[src/hw/rtl/qtok_pkg.sv]
// Package with the word types, result kinds and register indexes of the quote-aware tokenizer.
`timescale 1ns / 1ps

package qtok_pkg;

  localparam logic [1:0] KIND_BYTE       = 2'd0;
  localparam logic [1:0] KIND_END_TOKEN  = 2'd1;
  localparam logic [1:0] KIND_END_STRING = 2'd2;

  localparam logic [1:0] QM_NONE   = 2'd0;
  localparam logic [1:0] QM_DOUBLE = 2'd1;
  localparam logic [1:0] QM_SINGLE = 2'd2;

  localparam logic [7:0] CHAR_DQUOTE = 8'h22;
  localparam logic [7:0] CHAR_SQUOTE = 8'h27;
  localparam logic [7:0] CHAR_NUL    = 8'h00;

  localparam logic [2:0] REG_DELIM_0 = 3'd0;
  localparam logic [2:0] REG_DELIM_1 = 3'd1;
  localparam logic [2:0] REG_DELIM_2 = 3'd2;
  localparam logic [2:0] REG_DELIM_3 = 3'd3;
  localparam logic [2:0] REG_COMMENT = 3'd4;

  localparam int unsigned RES_SLOTS = 3;

  localparam logic [63:0] DELIM_0_RESET = 64'h0000_0001_0000_0000;

  typedef struct packed {
    logic [7:0] text_byte;
    logic       has_byte;
    logic       string_end;
  } in_t;

  typedef struct packed {
    logic [1:0] kind;
    logic [7:0] value;
    logic       run_last;
  } out_t;

endpackage

[src/hw/rtl/quote_aware_field_tokenizer_core.sv]
// Top level of the quote-aware field tokenizer with comment character.
`timescale 1ns / 1ps

// The input channel takes one text byte per word (in_valid/in_ready/in_data), with has_byte
// clear only for a bare end-of-string word. The output channel (out_valid/out_ready/out_data)
// delivers token bytes, end-of-token marks and an end-of-string mark, with run_last set on the
// last result word of each input word. An input word is decoded in the cycle it is accepted and
// its zero to three result words are held in a three-slot result holder. The holder feeds an
// output register, so each result passes through the holder and then the output register. While
// the receiver takes every word, the output moves one word per cycle and input words with at
// most one result stream at one word per cycle. A new word is taken as soon as the holder is
// empty or is handing over its last entry, even while the output register holds a word that
// the receiver has not yet taken. When the receiver stalls, the output register holds its word,
// the holder fills and in_ready drops. The configuration port writes a register at cfg_we; the
// user must use it only while the block is idle, which the block itself does not enforce. Reset
// clears the quote, token and comment state, empties the holder and output register, and loads
// the register defaults: space as the only delimiter and comments disabled.
module quote_aware_field_tokenizer_core (
  input  logic             clk,
  input  logic             rst,
  input  logic             in_valid,
  output logic             in_ready,
  input  qtok_pkg::in_t    in_data,
  output logic             out_valid,
  input  logic             out_ready,
  output qtok_pkg::out_t   out_data,
  input  logic             cfg_we,
  input  logic [2:0]       cfg_index,
  input  logic [63:0]      cfg_data
);

  logic [255:0]   delim_mask;
  logic [7:0]     comment_char;

  logic [1:0]     quote_mode;
  logic           token_open;
  logic           discarding;
  logic [1:0]     quote_mode_next;
  logic           token_open_next;
  logic           discarding_next;

  qtok_pkg::out_t hold [qtok_pkg::RES_SLOTS];
  logic [1:0]     hcnt;
  qtok_pkg::out_t res_next [qtok_pkg::RES_SLOTS];
  logic [1:0]     res_cnt;

  logic           accept;
  logic           out_free;
  logic           move;

  logic [1:0]     qsel;
  logic           is_comment;
  logic           is_delim;
  logic           emit0;
  qtok_pkg::out_t word0;
  logic           emit1;

  assign out_free = !out_valid || out_ready;
  assign move     = out_free && (hcnt != 2'd0);
  assign in_ready = (hcnt == 2'd0) || (move && (hcnt == 2'd1));
  assign accept   = in_valid && in_ready;

  always_comb begin
    qsel = (in_data.text_byte == qtok_pkg::CHAR_DQUOTE) ? qtok_pkg::QM_DOUBLE :
           (in_data.text_byte == qtok_pkg::CHAR_SQUOTE) ? qtok_pkg::QM_SINGLE :
           qtok_pkg::QM_NONE;
    is_comment = (comment_char != qtok_pkg::CHAR_NUL) &&
                 (in_data.text_byte == comment_char) && (quote_mode == qtok_pkg::QM_NONE);
    is_delim = delim_mask[in_data.text_byte];

    quote_mode_next = quote_mode;
    token_open_next = token_open;
    discarding_next = discarding;
    emit0 = 1'b0;
    word0 = '{kind: qtok_pkg::KIND_BYTE, value: in_data.text_byte,
              run_last: !in_data.string_end};

    if (in_data.has_byte && !discarding) begin
      if (is_comment) begin
        discarding_next = 1'b1;
      end else if (qsel != qtok_pkg::QM_NONE) begin
        if (quote_mode == qtok_pkg::QM_NONE) begin
          quote_mode_next = qsel;
          token_open_next = 1'b1;
        end else if (quote_mode == qsel) begin
          quote_mode_next = qtok_pkg::QM_NONE;
        end else begin
          emit0 = 1'b1;
        end
      end else if ((quote_mode == qtok_pkg::QM_NONE) && is_delim) begin
        if (token_open) begin
          emit0 = 1'b1;
          word0.kind = qtok_pkg::KIND_END_TOKEN;
          word0.value = 8'd0;
          token_open_next = 1'b0;
        end
      end else begin
        emit0 = 1'b1;
        token_open_next = 1'b1;
      end
    end

    emit1 = in_data.string_end && token_open_next;

    // Pack the results of this word into the lowest slots in output order.
    for (int i = 0; i < qtok_pkg::RES_SLOTS; i++) begin
      res_next[i] = '{kind: qtok_pkg::KIND_END_STRING, value: 8'd0, run_last: 1'b1};
    end
    res_cnt = 2'd0;
    if (emit0) begin
      res_next[res_cnt] = word0;
      res_cnt = res_cnt + 2'd1;
    end
    if (emit1) begin
      res_next[res_cnt] = '{kind: qtok_pkg::KIND_END_TOKEN, value: 8'd0, run_last: 1'b0};
      res_cnt = res_cnt + 2'd1;
    end
    if (in_data.string_end) begin
      res_next[res_cnt] = '{kind: qtok_pkg::KIND_END_STRING, value: 8'd0, run_last: 1'b1};
      res_cnt = res_cnt + 2'd1;
      quote_mode_next = qtok_pkg::QM_NONE;
      token_open_next = 1'b0;
      discarding_next = 1'b0;
    end
  end

  always_ff @(posedge clk) begin
    if (rst) begin
      delim_mask   <= {192'd0, qtok_pkg::DELIM_0_RESET};
      comment_char <= 8'd0;
    end else if (cfg_we) begin
      case (cfg_index)
        qtok_pkg::REG_DELIM_0: delim_mask[63:0]    <= cfg_data;
        qtok_pkg::REG_DELIM_1: delim_mask[127:64]  <= cfg_data;
        qtok_pkg::REG_DELIM_2: delim_mask[191:128] <= cfg_data;
        qtok_pkg::REG_DELIM_3: delim_mask[255:192] <= cfg_data;
        qtok_pkg::REG_COMMENT: comment_char        <= cfg_data[7:0];
        default: ;
      endcase
    end
  end

  always_ff @(posedge clk) begin
    if (rst) begin
      quote_mode <= qtok_pkg::QM_NONE;
      token_open <= 1'b0;
      discarding <= 1'b0;
    end else if (accept) begin
      quote_mode <= quote_mode_next;
      token_open <= token_open_next;
      discarding <= discarding_next;
    end
  end

  always_ff @(posedge clk) begin
    if (rst) begin
      hcnt <= 2'd0;
    end else if (accept) begin
      hcnt <= res_cnt;
    end else if (move) begin
      hcnt <= hcnt - 2'd1;
    end
  end

  always_ff @(posedge clk) begin
    if (accept) begin
      for (int i = 0; i < qtok_pkg::RES_SLOTS; i++) begin
        hold[i] <= res_next[i];
      end
    end else if (move) begin
      hold[0] <= hold[1];
      hold[1] <= hold[2];
    end
  end

  always_ff @(posedge clk) begin
    if (rst) begin
      out_valid <= 1'b0;
    end else if (move) begin
      out_valid <= 1'b1;
    end else if (out_ready) begin
      out_valid <= 1'b0;
    end
  end

  always_ff @(posedge clk) begin
    if (move) begin
      out_data <= hold[0];
    end
  end

`ifndef SYNTHESIS
  a_end_clears_state: assert property (@(posedge clk) disable iff (rst)
    accept && in_data.string_end |=>
      quote_mode == qtok_pkg::QM_NONE && !token_open && !discarding)
    else $error("string end did not return the tokenizer state to idle");

  a_comment_outside_quotes: assert property (@(posedge clk) disable iff (rst)
    discarding |-> quote_mode == qtok_pkg::QM_NONE)
    else $error("comment discard active inside a quoted section");

  a_end_string_last: assert property (@(posedge clk) disable iff (rst)
    out_valid && out_data.kind == qtok_pkg::KIND_END_STRING |-> out_data.run_last)
    else $error("end-of-string word not marked as last result");

  a_mark_value_zero: assert property (@(posedge clk) disable iff (rst)
    out_valid && out_data.kind != qtok_pkg::KIND_BYTE |-> out_data.value == 8'd0)
    else $error("mark word carries a nonzero value");
`endif

endmodule
[config.mk]
export PLATFORM = sky130hd
export DESIGN_NAME = quote_aware_field_tokenizer_core
export DESIGN_NICKNAME = d
export VERILOG_FILES = /design/src/hw/rtl/qtok_pkg.sv /design/src/hw/rtl/quote_aware_field_tokenizer_core.sv
export SDC_FILE = /design/constraint.sdc
export NUM_CORES = 1
export LEC_CHECK = 0
export BUFFER_PORTS_ARGS = -buffer_cell sky130_fd_sc_hd__buf_2
export CAP_MARGIN = 5
export CORE_ASPECT_RATIO = 0.75
export CORE_UTILIZATION = 40
export DETAILED_ROUTE_END_ITERATION = 16
export SLEW_MARGIN = 30
export SYNTH_ARGS = -nofsm -noshare
export SYNTH_HDL_FRONTEND = slang
export SYNTH_SLANG_ARGS = --single-unit
[constraint.sdc]
create_clock -name clk -period 6.5 [get_ports clk]
set_input_delay 0.65 -clock clk [delete_from_list [all_inputs] [get_ports clk]]
set_output_delay 0.65 -clock clk [all_outputs]
set_load 0.005 [all_outputs]
-- After elaboration in Yosys (flattened, before gate mapping)
Memories as Yosys holds them, arrays and structs flattened. A register that Yosys moved wholly into a read port is not among the register bits.
Index checks and enable logic that the tools add are counted.
- logic and storage cells: 125
- bits in registers: 271
- input port bits: 82
- bits in writable memories: 33
- memories kept: 1
- output and inout port bits: 13
- memories (memory ; words ; width ; read ports ; clocked after Yosys merged registers in ; write ports ; line ; source):
    hold ; 3 ; 11 ; 3 ; 1 ; 3 ; quote_aware_field_tokenizer_core.sv:42 ; qtok_pkg::out_t hold [qtok_pkg::RES_SLOTS];
- reduce and logical (&&, ||, !) cells: 34
- muxes and demuxes: 52
- bitwise gates (word level): 10
- equal/unequal tests: 10
- add/subtract/negate cells: 3
- $lt $le $gt $ge: 5
- operators with widths (operator ; number):
    33-bit two-way mux ; 2
    11-bit two-way mux ; 5
    9-bit two-way mux ; 5
    11-bit demux with 2-bit select ; 2
    30-bit bitwise AND ; 1
    30-bit inverter ; 1
    27-bit bitwise AND ; 1
    27-bit inverter ; 1
    1-bit two-way mux ; 25
    2-bit two-way mux ; 12
    8-bit by 6-bit == test with 1-bit output (second input constant) ; 2
    2-bit nonzero test ; 7
    1-bit logical AND ; 10
    2-bit AND reduction ; 5
    8-bit by 9-bit < comparator with 1-bit output (second input constant) ; 1
    1-bit binary-select mux with 8-bit select ; 1
    8-bit == test ; 1
    8-bit nonzero test ; 1
    3-bit by 2-bit == test with 1-bit output (second input constant) ; 2
    3-bit >= comparator (second input constant) ; 2
    3-bit by 1-bit < comparator with 1-bit output (second input constant) ; 2
    2-bit inverter with 3-bit output ; 2
    6-bit bitwise OR ; 1
    5-bit AND reduction ; 1
    15 further kinds ; 21

-- Longest topological paths before layout
- depth after elaboration: 21
- depth in mapped cells: 19
- depth with buffers taken out: 15

-- Worst setup path after synthesis
No wires, ideal clock.
- kind: in2reg
- from: input in_data[2] in the netlist's numbering
- to: register hcnt[1]
- stages: 18
- buffers on the path: 4
- setup time: 0.128 ns
- slack: 3.177 ns
- data arrival time: 3.196 ns
- cells stage by stage: buf_6 -> buf_12 -> buf_12 -> buf_8 -> mux2i_1 -> nand2_1 -> o2111ai_1 -> a32o_1 -> a21oi_1 -> a21oi_2 -> o21ai_0 -> inv_1 -> ha_1 -> o21ai_0 -> nand2_1 -> and3_1 -> a21oi_1 -> nor2_1
- cells in the longest elaborated chain, start to end: 15
- elaborated cells on any way between the ends: 29
- those cells by class: 2 x add/sub; 4 x eq/ne; 18 x mux; 5 x reduce/logical
- RTL lines (element ; line ; source):
    from (decl) ; quote_aware_field_tokenizer_core.sv:23 ; input qtok_pkg::in_t in_data,
    parallel branches: the longest is 11 deep, another holds 2-bit by 1-bit adder with 2-bit output ; n/a ;
    2-bit two-way mux * ; quote_aware_field_tokenizer_core.sv:114 ; if (emit1) begin
    2-bit by 1-bit adder with 2-bit output ; quote_aware_field_tokenizer_core.sv:120 ; res_cnt = res_cnt + 2'd1;
    2-bit two-way mux * ; quote_aware_field_tokenizer_core.sv:118 ; if (in_data.string_end) begin
    2-bit two-way mux * ; quote_aware_field_tokenizer_core.sv:158 ; end else if (accept) begin
    to (signal assigned) ; quote_aware_field_tokenizer_core.sv:159 ; hcnt <= res_cnt;
    to (signal assigned) ; quote_aware_field_tokenizer_core.sv:161 ; hcnt <= hcnt - 2'd1;
    to (decl) ; quote_aware_field_tokenizer_core.sv:43 ; logic [1:0] hcnt;
Every way passes the cells marked *. The select of a mux whose other input is x is not followed.
A chain may end at the register's enable or synchronous reset.

-- Worst setup path in the final report
Same ends and word-level chain as after synthesis.

==> out/results.ini <==
[logic_synthesis]
synth.avg_cell_area_um2=8.64
synth_adder_area_share_pct=0.582
syn_nets=1581
async_reset_ff_share_pct=0
synth.distinct_cells=60
yosys_warnings=0
ys_seq_area_share_pct=47.6
ys_ff_latch=295
synth-edff-count=24
synthXorXnorAreaFrac_pct=0.543
synthesis.area_um2=12900
synthMuxAreaShare_pct=13.0
synth_top_family_by_area=simple AND/OR/NAND/NOR gates
synthSimpleGateAreaFrac_pct=19.8
synth_compound_area_share_pct=13.8
syn_inst=1493
synthFlopType=dfxtp_1

[power]
irDropWorstVdd_uv=199
leakage_uw=0.00511
power-per-cell-area_nw_per_um2=288

[routing]
routed-via-count=10612
firstDrtPassIters=5
wl_per_cell_um=18.7
first_iter_violations=909
routed_wl_mm=36.5
postRouteAntennaNets=0
drc=0
via_per_inst=5.44

[place]
io_buffers=94
dp_hpwl_mm=23.7
placedCellCount=1897
gp_congestion=0.847

[timing]
setup_tns_ns=0
slew_violations=0
fin_worst_skew_ns=0.0208
relSlewSlack_pct=41.6
max_freq_mhz=236
worstMarginPinSlew_ns=0.877
setup_viol=0
finalHoldViolCount=0
finalCriticalPeriod_ns=4.23
rsz0062_at_grt=false
fin_crit_sh_pct=65.1

[worst_setup_path]
r2r_start=delim_mask[63]$_SDFFE_PP0P_
cp_max_fo=30
critPathCaptureType=register
crit_type=in -> reg
worst-r2r-setup-slack_ns=3.29
critPathArrivalTime_ns=4.72
cp-endpoint=hcnt[1]$_SDFFE_PP0P_
crit_path_start_kind=primary input
timing.rr.end=hcnt[1]$_SDFFE_PP0P_
required_ns=6.99
crit_path_start=in_data[2]
reg2regPathDepth=15

[final_layout]
final_util_pct=45.7
final_cell_mix=552 x nand2_1, 278 x a21oi_1, 271 x dfxtp_1
final_common_cell=nand2_1
n_antenna_cell=0
final_cells=1951
final_nets=1610
drive_gt1_share_pct=13.9
areaGrowthSynthToFinish_pct=11.8

[die]
initial_core_util_pct=40.9
coreArea_um2=31500
rows=56
die_h_um=158
io_pins=95
die-width_um=209
die_area_um2=33000

[clocking]
cts.clk_slew.worst_paths_ns=0.06
cts_tree=built
clkLatencyLatePin_ns=0.57
cts_hold_buf=0
root_buffer=clkbuf_16
cts.htree.levels=1
post_cts_buffers=0
cts_num_sinks=295
cts_buffer_depth=3
numCtsBuffers=29
post_cts_resized=0

[grt]
grtUsageTotal_pct=22.2
grt_max_degree=176
grt_first_pass_wirelength_mm=57.2
antenna_found_initial=0
grt_overflow=0
grt_pass1_vias=9824

[job]
maxCapViolCount=0

[worst_hold_path]
holdPathStages=3
hold_path_class=in -> reg

[status]
status=finished clean

==> worst max-delay path, cell delays in order <==
cell and delay [ns]:
buf_4 0.47, buf_12 0.29, buf_4 0.50, mux4_2 0.58, mux2i_1 0.32, nor2_1 0.08, o32a_1 0.20, a21o_1 0.21
a31oi_1 0.25, and2_1 0.21, inv_1 0.07, ha_1 0.17, nand2_1 0.18, o21ai_0 0.12, nand2_1 0.07, and3_1 0.16
a21oi_1 0.04, nor2_1 0.08
==> cell usage after synthesis, types with 6 or more instances <==
cell type | instances | area (µm²)
buf_4 | 6 | 45.0
inv_1 | 11 | 41.3
o21ai_0 | 6 | 30.0
xor2_1 | 8 | 70.1
a21oi_1 | 278 | 1390
nand2_1 | 553 | 2080
and3_1 | 11 | 68.8
nor2_1 | 22 | 82.6
ha_1 | 6 | 75.1
and2_1 | 6 | 37.5
mux4_1 | 9 | 236
buf_2 | 9 | 45.0
dfxtp_1 | 271 | 5430
mux2i_1 | 43 | 430
nand3_1 | 6 | 30.0
edfxtp_1 | 24 | 721
mux4_2 | 43 | 968
nor2b_1 | 10 | 62.6
clkbuf_1 | 75 | 282
buf_1 | 14 | 52.6
==> flip-flops by register name (all words and copies together) (netlist names) <==
register	cells
comment_char	8
delim_mask	256
out_valid	1
out_data	11
token_open	1
hcnt	2
hold	13
discarding	1
quote_mode	2
==> metal layers <==
metal	up-vias	track usage (%)	part of all wire [%]
met4	0	5.85	2.2
met5	-	0	0
met2	329	32.7	43
met3	59	3.97	7.1
met1	5095	33.1	48
li1	5129	-	-
==> power by group <==
part | internal (µW) | total (µW) | switching [µW]
sequential | 1980 | 2030 | 47.0
clock | 930 | 1650 | 724
combinational | 164 | 469 | 305
total | 3070 | 4150 | 1080
==> worst min path at each step <==
stage / startpoint / end / slack [ns]
6_report: cfg_data[22] / delim_mask[150]$_SDFFE_PP0P_ / 0.35
5_1_grt: cfg_data[13] / delim_mask[205]$_SDFFE_PP0P_ / 0.34
4_1_cts: cfg_data[22] / delim_mask[150]$_SDFFE_PP0P_ / 0.33
3_5_place_dp: hold[0][7]$_SDFFCE_PP0P_ / out_data[7]$_DFFE_PP_ / 0.41
3_3_place_gp: hold[0][0]$_DFFE_PP_ / out_data[0]$_DFFE_PP_ / 0.41
2_1_floorplan: hold[0][0]$_DFFE_PP_ / out_data[0]$_DFFE_PP_ / 0.40
==> per-stage QoR <==
step	power [µW]	hold WS (ns)	instance area (µm²)	setup WS (ns)
after floorplan	2340	0.400	12900	3.18
after global placement	2520	0.406	13500	1.60
after global routing	4310	0.343	14400	1.97
after CTS	4180	0.331	14400	2.30
after detailed placement	2530	0.405	13500	1.70
final	4150	0.347	14400	2.27
==> kinds of logic (layout without fill, tap and decap cells) <==
kind of cell             count (synthesis)  after routing
buffers and inverters                  124            176
adder cells (fa/ha/maj)                  6              6
AND/OR/NAND/NOR                        637            637
flip-flops                             295            295
multiplexers                            98             98
AO/OA/AOI/OAI                          325            325
XOR/XNOR                                 8              8
==> area by class of cell <==
class	instances	area, µm²
Clock buffer	37	786
Tap cell	406	508
Timing Repair Buffer	111	639
Multi-Input combinational cell	1074	6170
Fill cell	3088	17100
Inverter	11	41.3
Clock inverter	17	134
Sequential cell	295	6150
Note: power is estimated with default switching activity, not from simulation.
